<file path="src/hdl/rc4_pkg.sv">
// Shared types and constants for the RC4 keystream cipher.
`timescale 1ns / 1ps

package rc4_pkg;

    localparam int KEY_BYTES_MAX = 32;
    localparam int KEY_WORDS     = 4;
    localparam int KEY_WORD_W    = 64;
    localparam int KEY_LEN_W     = 6;
    localparam int KEY_IDX_W     = 5;
    localparam int SBOX_DEPTH    = 256;
    localparam int SBOX_AW       = 8;
    localparam int BYTE_W        = 8;
    localparam int CFG_IDX_W     = 3;
    localparam int CFG_DATA_W    = 64;

    // register indexes on the config port
    localparam logic [CFG_IDX_W-1:0] REG_KEY_LENGTH      = 3'd0;
    localparam logic [CFG_IDX_W-1:0] REG_KEY_BYTES_0_7   = 3'd1;
    localparam logic [CFG_IDX_W-1:0] REG_KEY_BYTES_8_15  = 3'd2;
    localparam logic [CFG_IDX_W-1:0] REG_KEY_BYTES_16_23 = 3'd3;
    localparam logic [CFG_IDX_W-1:0] REG_KEY_BYTES_24_31 = 3'd4;

    // func codes
    localparam logic FUNC_REKEY = 1'b0;
    localparam logic FUNC_CRYPT = 1'b1;

    typedef struct packed {
        logic              func;
        logic [BYTE_W-1:0] data_in;
    } rc4_in_t;

    typedef struct packed {
        logic [BYTE_W-1:0] data_out;
        logic              keyed;
    } rc4_out_t;

endpackage

</file>
<file path="src/hdl/rc4_ram.sv">
// Generic simple dual-port RAM: one write port, one registered read port.
`timescale 1ns / 1ps

module rc4_ram #(
    parameter int WIDTH = 8,
    parameter int DEPTH = 256
) (
    input  logic                     aclk,
    input  logic                     wr_en,
    input  logic [$clog2(DEPTH)-1:0] wr_addr,
    input  logic [WIDTH-1:0]         wr_data,
    input  logic                     rd_en,
    input  logic [$clog2(DEPTH)-1:0] rd_addr,
    output logic [WIDTH-1:0]         rd_data
);

    logic [WIDTH-1:0] mem [0:DEPTH-1];

    always_ff @(posedge aclk) begin
        if (wr_en) begin
            mem[wr_addr] <= wr_data;
        end
        if (rd_en) begin
            rd_data <= mem[rd_addr];
        end
    end

endmodule

</file>
<file path="src/hdl/rc4_keystream_cipher.sv">
// RC4 keystream cipher top level: config registers, sequencer and S-box RAM.
//
// One beat in, one beat out. func = rekey runs the RC4 key schedule with the
// configured key (key_length bytes, 0 read as 1, above 32 read as 32) and
// returns data_out = 0, keyed = 1. func = crypt XORs data_in with the next
// keystream byte; before the first rekey since reset it returns data_in
// unchanged with keyed = 0 and touches no state. The 256-byte permutation
// lives in a single RAM with one write and one registered read port, and all
// work is done by one 8-bit adder path stepped by a small sequencer, so the
// block takes one item at a time and s_ready is low while it works. A rekey
// does 256 fill writes, then 256 swaps that each read sbox[n] and sbox[j]
// and write them back swapped; a keyed crypt reads i, reads j, writes i,
// writes j, reads the output entry and applies the XOR; an unkeyed crypt
// goes to the output stage. The RAM port sets this order. A finished result
// waits in the output register; the next beat is accepted meanwhile.
// The user must write key registers only while the block is idle (not enforced).
`timescale 1ns / 1ps

module rc4_keystream_cipher (
    input  logic                           aclk,
    input  logic                           aresetn,
    // config write port
    input  logic                           cfg_wr_en,
    input  logic [rc4_pkg::CFG_IDX_W-1:0]  cfg_index,
    input  logic [rc4_pkg::CFG_DATA_W-1:0] cfg_data,
    // input beats
    input  logic                           s_valid,
    output logic                           s_ready,
    input  rc4_pkg::rc4_in_t               s_data,
    // result beats
    output logic                           m_valid,
    input  logic                           m_ready,
    output rc4_pkg::rc4_out_t              m_data
);

    import rc4_pkg::*;

    // sequencer states
    localparam logic [3:0] ST_IDLE   = 4'd0;
    localparam logic [3:0] ST_FILL   = 4'd1;   // sbox[n] = n
    localparam logic [3:0] ST_KS_RDN = 4'd2;   // read sbox[n]
    localparam logic [3:0] ST_KS_RDJ = 4'd3;   // j += sbox[n] + key, read sbox[j]
    localparam logic [3:0] ST_KS_WRN = 4'd4;   // sbox[n] = old sbox[j]
    localparam logic [3:0] ST_KS_WRJ = 4'd5;   // sbox[j] = old sbox[n]
    localparam logic [3:0] ST_PR_RDI = 4'd6;   // i++, read sbox[i]
    localparam logic [3:0] ST_PR_RDJ = 4'd7;   // j += sbox[i], read sbox[j]
    localparam logic [3:0] ST_PR_WRI = 4'd8;   // sbox[i] = old sbox[j]
    localparam logic [3:0] ST_PR_WRJ = 4'd9;   // sbox[j] = old sbox[i]
    localparam logic [3:0] ST_PR_RDT = 4'd10;  // read sbox[sbox[i] + sbox[j]]
    localparam logic [3:0] ST_PR_XOR = 4'd11;
    localparam logic [3:0] ST_DONE   = 4'd12;  // hand result to output register

    localparam logic [SBOX_AW-1:0] LAST_ENTRY = SBOX_AW'(SBOX_DEPTH - 1);

    // config registers
    logic [KEY_LEN_W-1:0]  key_len_reg;
    logic [KEY_WORD_W-1:0] key_word_reg [0:KEY_WORDS-1];

    // sequencer state
    logic [3:0]           state_reg, state_next;
    logic [SBOX_AW-1:0]   cnt_reg, cnt_next;
    logic [KEY_IDX_W-1:0] kidx_reg, kidx_next;
    logic [BYTE_W-1:0]    idx_i_reg, idx_i_next;
    logic [BYTE_W-1:0]    idx_j_reg, idx_j_next;
    logic [BYTE_W-1:0]    a_reg, a_next;
    logic [BYTE_W-1:0]    b_reg, b_next;
    logic [BYTE_W-1:0]    din_reg, din_next;
    logic                 key_done_reg, key_done_next;
    rc4_out_t             res_reg, res_next;

    // output register
    logic                 m_valid_reg, m_valid_next;
    rc4_out_t             m_data_reg, m_data_next;

    // RAM port
    logic               ram_wr_en;
    logic [SBOX_AW-1:0] ram_wr_addr;
    logic [BYTE_W-1:0]  ram_wr_data;
    logic               ram_rd_en;
    logic [SBOX_AW-1:0] ram_rd_addr;
    logic [BYTE_W-1:0]  ram_rd_data;

    logic [KEY_BYTES_MAX*BYTE_W-1:0] key_flat;
    logic [BYTE_W-1:0]               key_byte;
    logic [KEY_IDX_W-1:0]            key_last;
    logic [BYTE_W-1:0]               ks_j;
    logic                            s_accept;

    rc4_ram #(
        .WIDTH (BYTE_W),
        .DEPTH (SBOX_DEPTH)
    ) u_sbox (
        .aclk    (aclk),
        .wr_en   (ram_wr_en),
        .wr_addr (ram_wr_addr),
        .wr_data (ram_wr_data),
        .rd_en   (ram_rd_en),
        .rd_addr (ram_rd_addr),
        .rd_data (ram_rd_data)
    );

    // config writes; out-of-range indexes are dropped
    always_ff @(posedge aclk) begin
        if (!aresetn) begin
            key_len_reg <= KEY_LEN_W'(1);
            for (int w = 0; w < KEY_WORDS; w++) begin
                key_word_reg[w] <= '0;
            end
        end else if (cfg_wr_en) begin
            case (cfg_index)
                REG_KEY_LENGTH:      key_len_reg     <= cfg_data[KEY_LEN_W-1:0];
                REG_KEY_BYTES_0_7:   key_word_reg[0] <= cfg_data;
                REG_KEY_BYTES_8_15:  key_word_reg[1] <= cfg_data;
                REG_KEY_BYTES_16_23: key_word_reg[2] <= cfg_data;
                REG_KEY_BYTES_24_31: key_word_reg[3] <= cfg_data;
                default: ;
            endcase
        end
    end

    assign key_flat = {key_word_reg[3], key_word_reg[2], key_word_reg[1], key_word_reg[0]};
    assign key_byte = key_flat[{kidx_reg, 3'b000} +: BYTE_W];

    // last key byte index: length 0 acts as 1, above the max saturates
    always_comb begin
        if (key_len_reg == '0) begin
            key_last = '0;
        end else if (key_len_reg > KEY_LEN_W'(KEY_BYTES_MAX)) begin
            key_last = KEY_IDX_W'(KEY_BYTES_MAX - 1);
        end else begin
            key_last = KEY_IDX_W'(key_len_reg - KEY_LEN_W'(1));
        end
    end

    assign ks_j     = idx_j_reg + ram_rd_data + key_byte;
    assign s_ready  = (state_reg == ST_IDLE);
    assign s_accept = s_valid && s_ready;
    assign m_valid  = m_valid_reg;
    assign m_data   = m_data_reg;

    always_comb begin
        state_next    = state_reg;
        cnt_next      = cnt_reg;
        kidx_next     = kidx_reg;
        idx_i_next    = idx_i_reg;
        idx_j_next    = idx_j_reg;
        a_next        = a_reg;
        b_next        = b_reg;
        din_next      = din_reg;
        key_done_next = key_done_reg;
        res_next      = res_reg;
        m_valid_next  = m_valid_reg;
        m_data_next   = m_data_reg;
        ram_wr_en     = 1'b0;
        ram_wr_addr   = cnt_reg;
        ram_wr_data   = cnt_reg;
        ram_rd_en     = 1'b0;
        ram_rd_addr   = cnt_reg;

        if (m_valid_reg && m_ready) begin
            m_valid_next = 1'b0;
        end

        case (state_reg)
            ST_IDLE: begin
                if (s_accept) begin
                    din_next = s_data.data_in;
                    if (s_data.func == FUNC_REKEY) begin
                        cnt_next   = '0;
                        state_next = ST_FILL;
                    end else if (key_done_reg) begin
                        state_next = ST_PR_RDI;
                    end else begin
                        // not keyed yet: pass data through
                        res_next.data_out = s_data.data_in;
                        res_next.keyed    = 1'b0;
                        state_next        = ST_DONE;
                    end
                end
            end
            ST_FILL: begin
                ram_wr_en = 1'b1;
                cnt_next  = cnt_reg + 1'b1;
                if (cnt_reg == LAST_ENTRY) begin
                    idx_j_next = '0;
                    kidx_next  = '0;
                    state_next = ST_KS_RDN;
                end
            end
            ST_KS_RDN: begin
                ram_rd_en  = 1'b1;
                state_next = ST_KS_RDJ;
            end
            ST_KS_RDJ: begin
                a_next      = ram_rd_data;
                idx_j_next  = ks_j;
                ram_rd_en   = 1'b1;
                ram_rd_addr = ks_j;
                state_next  = ST_KS_WRN;
            end
            ST_KS_WRN: begin
                ram_wr_en   = 1'b1;
                ram_wr_data = ram_rd_data;
                state_next  = ST_KS_WRJ;
            end
            ST_KS_WRJ: begin
                ram_wr_en   = 1'b1;
                ram_wr_addr = idx_j_reg;
                ram_wr_data = a_reg;
                cnt_next    = cnt_reg + 1'b1;
                kidx_next   = (kidx_reg == key_last) ? '0 : kidx_reg + 1'b1;
                if (cnt_reg == LAST_ENTRY) begin
                    idx_i_next        = '0;
                    idx_j_next        = '0;
                    key_done_next     = 1'b1;
                    res_next.data_out = '0;
                    res_next.keyed    = 1'b1;
                    state_next        = ST_DONE;
                end else begin
                    state_next = ST_KS_RDN;
                end
            end
            ST_PR_RDI: begin
                idx_i_next  = idx_i_reg + 1'b1;
                ram_rd_en   = 1'b1;
                ram_rd_addr = idx_i_reg + 1'b1;
                state_next  = ST_PR_RDJ;
            end
            ST_PR_RDJ: begin
                a_next      = ram_rd_data;
                idx_j_next  = idx_j_reg + ram_rd_data;
                ram_rd_en   = 1'b1;
                ram_rd_addr = idx_j_reg + ram_rd_data;
                state_next  = ST_PR_WRI;
            end
            ST_PR_WRI: begin
                b_next      = ram_rd_data;
                ram_wr_en   = 1'b1;
                ram_wr_addr = idx_i_reg;
                ram_wr_data = ram_rd_data;
                state_next  = ST_PR_WRJ;
            end
            ST_PR_WRJ: begin
                ram_wr_en   = 1'b1;
                ram_wr_addr = idx_j_reg;
                ram_wr_data = a_reg;
                state_next  = ST_PR_RDT;
            end
            ST_PR_RDT: begin
                // read after both writes so the swapped entries are seen
                ram_rd_en   = 1'b1;
                ram_rd_addr = a_reg + b_reg;
                state_next  = ST_PR_XOR;
            end
            ST_PR_XOR: begin
                res_next.data_out = din_reg ^ ram_rd_data;
                res_next.keyed    = 1'b1;
                state_next        = ST_DONE;
            end
            ST_DONE: begin
                if (!m_valid_reg || m_ready) begin
                    m_valid_next = 1'b1;
                    m_data_next  = res_reg;
                    state_next   = ST_IDLE;
                end
            end
            default: begin
                state_next = ST_IDLE;
            end
        endcase
    end

    always_ff @(posedge aclk) begin
        if (!aresetn) begin
            state_reg    <= ST_IDLE;
            idx_i_reg    <= '0;
            idx_j_reg    <= '0;
            key_done_reg <= 1'b0;
            m_valid_reg  <= 1'b0;
            cnt_reg      <= '0;
            kidx_reg     <= '0;
        end else begin
            state_reg    <= state_next;
            idx_i_reg    <= idx_i_next;
            idx_j_reg    <= idx_j_next;
            key_done_reg <= key_done_next;
            m_valid_reg  <= m_valid_next;
            cnt_reg      <= cnt_next;
            kidx_reg     <= kidx_next;
        end
    end

    // payload registers
    always_ff @(posedge aclk) begin
        a_reg      <= a_next;
        b_reg      <= b_next;
        din_reg    <= din_next;
        res_reg    <= res_next;
        m_data_reg <= m_data_next;
    end

endmodule
</file>
<file path="config.mk">
export PLATFORM = sky130hd
export DESIGN_NAME = rc4_keystream_cipher
export DESIGN_NICKNAME = d
export VERILOG_FILES = /design/src/hdl/rc4_pkg.sv /design/src/hdl/rc4_ram.sv /design/src/hdl/rc4_keystream_cipher.sv
export SDC_FILE = /design/constraint.sdc
export NUM_CORES = 2
export LEC_CHECK = 0
export BUFFER_PORTS_ARGS = -buffer_cell sky130_fd_sc_hd__buf_2
export CORE_UTILIZATION = 30
export CTS_CLUSTER_DIAMETER = 100
export DETAILED_ROUTE_END_ITERATION = 8
export PLACE_DENSITY = 0.49
export SYNTH_ARGS = -nofsm -noshare
export SYNTH_HDL_FRONTEND = slang
export SYNTH_SLANG_ARGS = --single-unit
</file>
<file path="constraint.sdc">
create_clock -name aclk -period 13.67 [get_ports aclk]
set_input_delay 2.734 -clock aclk [delete_from_list [all_inputs] [get_ports aclk]]
set_output_delay 2.734 -clock aclk [all_outputs]
set_load 0.05 [all_outputs]
</file>
==> flow_summary.json <==
{
  "netlist_instances": 6199,
  "fmax_ghz": 0.1214,
  "ys_seq_elements": 2395,
  "yosysWarningCount": 0,
  "crit_top_cell": "buf_4",
  "powerDensity_mw_per_mm2": 206.6,
  "reg2reg_from": "kidx_reg[0]",
  "setup_viol": 0,
  "pin_count": 92,
  "worstReg2RegEnd": "u_sbox.rd_data[1]",
  "outcome": "complete, no violations",
  "post-cts-setup-buffers": 0,
  "dp_hpwl_um": 175700,
  "routed_wl_um": 295800,
  "area_growth_pct": 13.49,
  "vias_per_cell": 5.202,
  "crit_fanout": 54,
  "wl_per_cell_um": 27.20,
  "maxCapViolCount": 0,
  "cp.arrival_ps": 8790,
  "nets": 6443,
  "rsz0062_at_grt": "no",
  "core_area_mm2": 0.3271,
  "insertion_delay_ps": 870,
  "path_cells": "buf_4, mux4_2, mux4_2, mux2_2, ha_1, inv_1, fa_1, nor3b_1, o21ai_1, nand3_4, buf_4, buf_4, buf_4, mux4_2, mux2i_1, o22ai_1, or3_1, o311ai_1, o31ai_1",
  "hold_class": "register to register",
  "required_ps": 14220,
  "relSlewSlack_pct": 8.205,
  "vias": 56580,
  "drive_above_1_share_pct": 15.55,
  "clockBufferDepth": 4,
  "slowest_delay_ps": 820,
  "initial_core_util_pct": 30.12,
  "ant_nets": 0,
  "die_w_um": 575.1,
  "rows": 210,
  "hold_buffers": 0,
  "grt_pass1_wl_um": 423900,
  "start_kind": "register",
  "first_pass_iters": 8,
  "utilization_pct": 34.19,
  "grt_max_degree": 213,
  "die_area_mm2": 0.3307,
  "synthArstFlopShare_pct": 0,
  "synth_edf_count": 2354,
  "numCtsBuffers": 270,
  "hold_end": "m_data[2]",
  "worst_pin_slew_ps": 1372,
  "syn_nets": 6309,
  "path_clk_slew_ps": 60,
  "hold_depth": 0,
  "cts_sinks": 2395,
  "final.setup_skew_ps": 71.58,
  "path_class": "register to register",
  "ff2ff_setup_slack_ps": 5430,
  "setup_tns_ps": 0,
  "reg2reg_depth": 19,
  "max-vdd-ir-drop_mv": 0.3297,
  "grt_usage_pct": 17.53,
  "synth_cell_types": 103,
  "synth.avg_cell_area_um2": 15.90,
  "maxSlewViolCount": 0,
  "slowest_stage": "dfxtp_4",
  "post_cts_resized": 0,
  "hold_viol": 0,
  "globalplace.congestion": 0.8203,
  "period_minus_slack_ps": 8238,
  "port_buffers": 91,
  "pre_cts_ws_ps": 5395,
  "final_cell_mix": "edfxtp_1, nand2_1, nor2_1, nand3_1, mux4_2",
  "antenna_found_initial": 18,
  "dr.first_iter.drc_count": 6239,
  "finalWorstSetupSlack_ps": 5432,
  "p_leak_uw": 0.03582,
  "drcViolationCount": 0,
  "seq_area_frac_synth_pct": 72.57,
  "clock-root-buffer": "clkbuf_16",
  "cts_tree": "yes",
  "cp-end-kind": "register",
  "worstHoldStart": "res_reg[2]",
  "layout_commonest_cell": "edfxtp_1",
  "die_height_um": 575.1,
  "netlist_area_mm2": 0.09853,
  "htree_num_levels": 5,
  "period_share_pct": 60.27,
  "grt_pass1_vias": 56260,
  "overflow": 0,
  "largest_reg_flops": 2048,
  "ys.flop_type": "edfxtp_1"
}
## how the worst max path moves through the flow
stage	startpoint	end	slack (ps)
floorplan	state_reg[2]	u_sbox.mem[0][5]	3850
global placement	kidx_reg[0]	u_sbox.rd_data[7]	4940
CTS	kidx_reg[0]	u_sbox.rd_data[1]	5390
detailed placement	kidx_reg[0]	u_sbox.rd_data[1]	5400
global route	kidx_reg[0]	u_sbox.rd_data[1]	5010
finish	kidx_reg[0]	u_sbox.rd_data[1]	5430
## worst max-delay path: cells and delay by family (launching register included)
kind	cells	cell delay [ps]
mux	5	1940
fa+ha+maj	2	680
flops	1	820
buf+inv	5	2380
simple gates	3	760
compound gates	4	1180
## cells by family after synthesis
logic type               Yosys count  synth area share (%)
AND/OR/NAND/NOR                 2125                 9.932
buffers and inverters            406                 2.507
adder cells (fa/ha/maj)           31                0.4114
XOR/XNOR                          37                0.3429
flip-flops                      2395                 72.57
AO/OA/AOI/OAI                    724                 5.027
multiplexers                     481                 9.207
## layout make-up
| class | count | area [um2] |
|---|---|---|
| fill | 31290 | 215300 |
| sequential | 2395 | 71520 |
| multi-input combinational | 3398 | 24910 |
| clock buffer | 347 | 7152 |
| tap | 4346 | 5438 |
| timing repair buffer | 248 | 1834 |
| clock inverter | 120 | 900.9 |
| inverter | 20 | 75.07 |
| antenna | 2 | 5.005 |
## layer usage
layer	track usage, %	wire length, um
met1	24.18	126500
met2	28.68	141100
met3	2.375	18680
met4	5.453	9544
met5	0	51
## power breakdown
part	leakage (uW)	switching (uW)	internal [uW]
Combinational	0.00987	4620	1560
Sequential	0.0220	90.1	10000
Clock	0.00391	2950	3860
Total	0.0358	7660	15400
## synthesized netlist by cell type (16+ instances only)
library cell | n | area share (%)
edfxtp_1 | 2354 | 72
nand2_1 | 826 | 3.1
nor2_1 | 433 | 1.6
nand3_1 | 345 | 1.8
mux4_2 | 332 | 7.6
and2_1 | 266 | 1.7
a21oi_1 | 184 | 0.93
buf_2 | 152 | 0.77
mux2i_1 | 135 | 1.4
clkbuf_1 | 129 | 0.49
o21ai_0 | 90 | 0.46
a22oi_1 | 81 | 0.62
nor3_1 | 70 | 0.36
and3_1 | 59 | 0.37
o22ai_1 | 49 | 0.31
dfxtp_1 | 41 | 0.83
a311oi_1 | 39 | 0.35
a31oi_1 | 33 | 0.21
buf_4 | 31 | 0.24
buf_6 | 27 | 0.31
ha_1 | 26 | 0.33
a211oi_1 | 24 | 0.18
a32oi_1 | 24 | 0.21
o211ai_1 | 24 | 0.18
buf_12 | 22 | 0.45
nor4_1 | 21 | 0.13
xnor2_1 | 21 | 0.19
inv_1 | 19 | 0.072
nand4_1 | 19 | 0.12
buf_1 | 18 | 0.069
o21ai_1 | 18 | 0.091
a21o_1 | 16 | 0.12
## through the flow
step | cells | total power [uW] | hold WS [ps] | instance area, um2
final | 10880 | 23100 | 395.7 | 111800
after global routing | 10880 | 23890 | 416.2 | 111800
after CTS | 10870 | 23310 | 404.7 | 111800
after detailed placement | 10410 | 16540 | 407.0 | 103800
after global placement | 10410 | 16390 | 405.0 | 103700
after floorplan | 6199 | 14680 | 400.3 | 98530
Power figures use the tool's default switching activity.
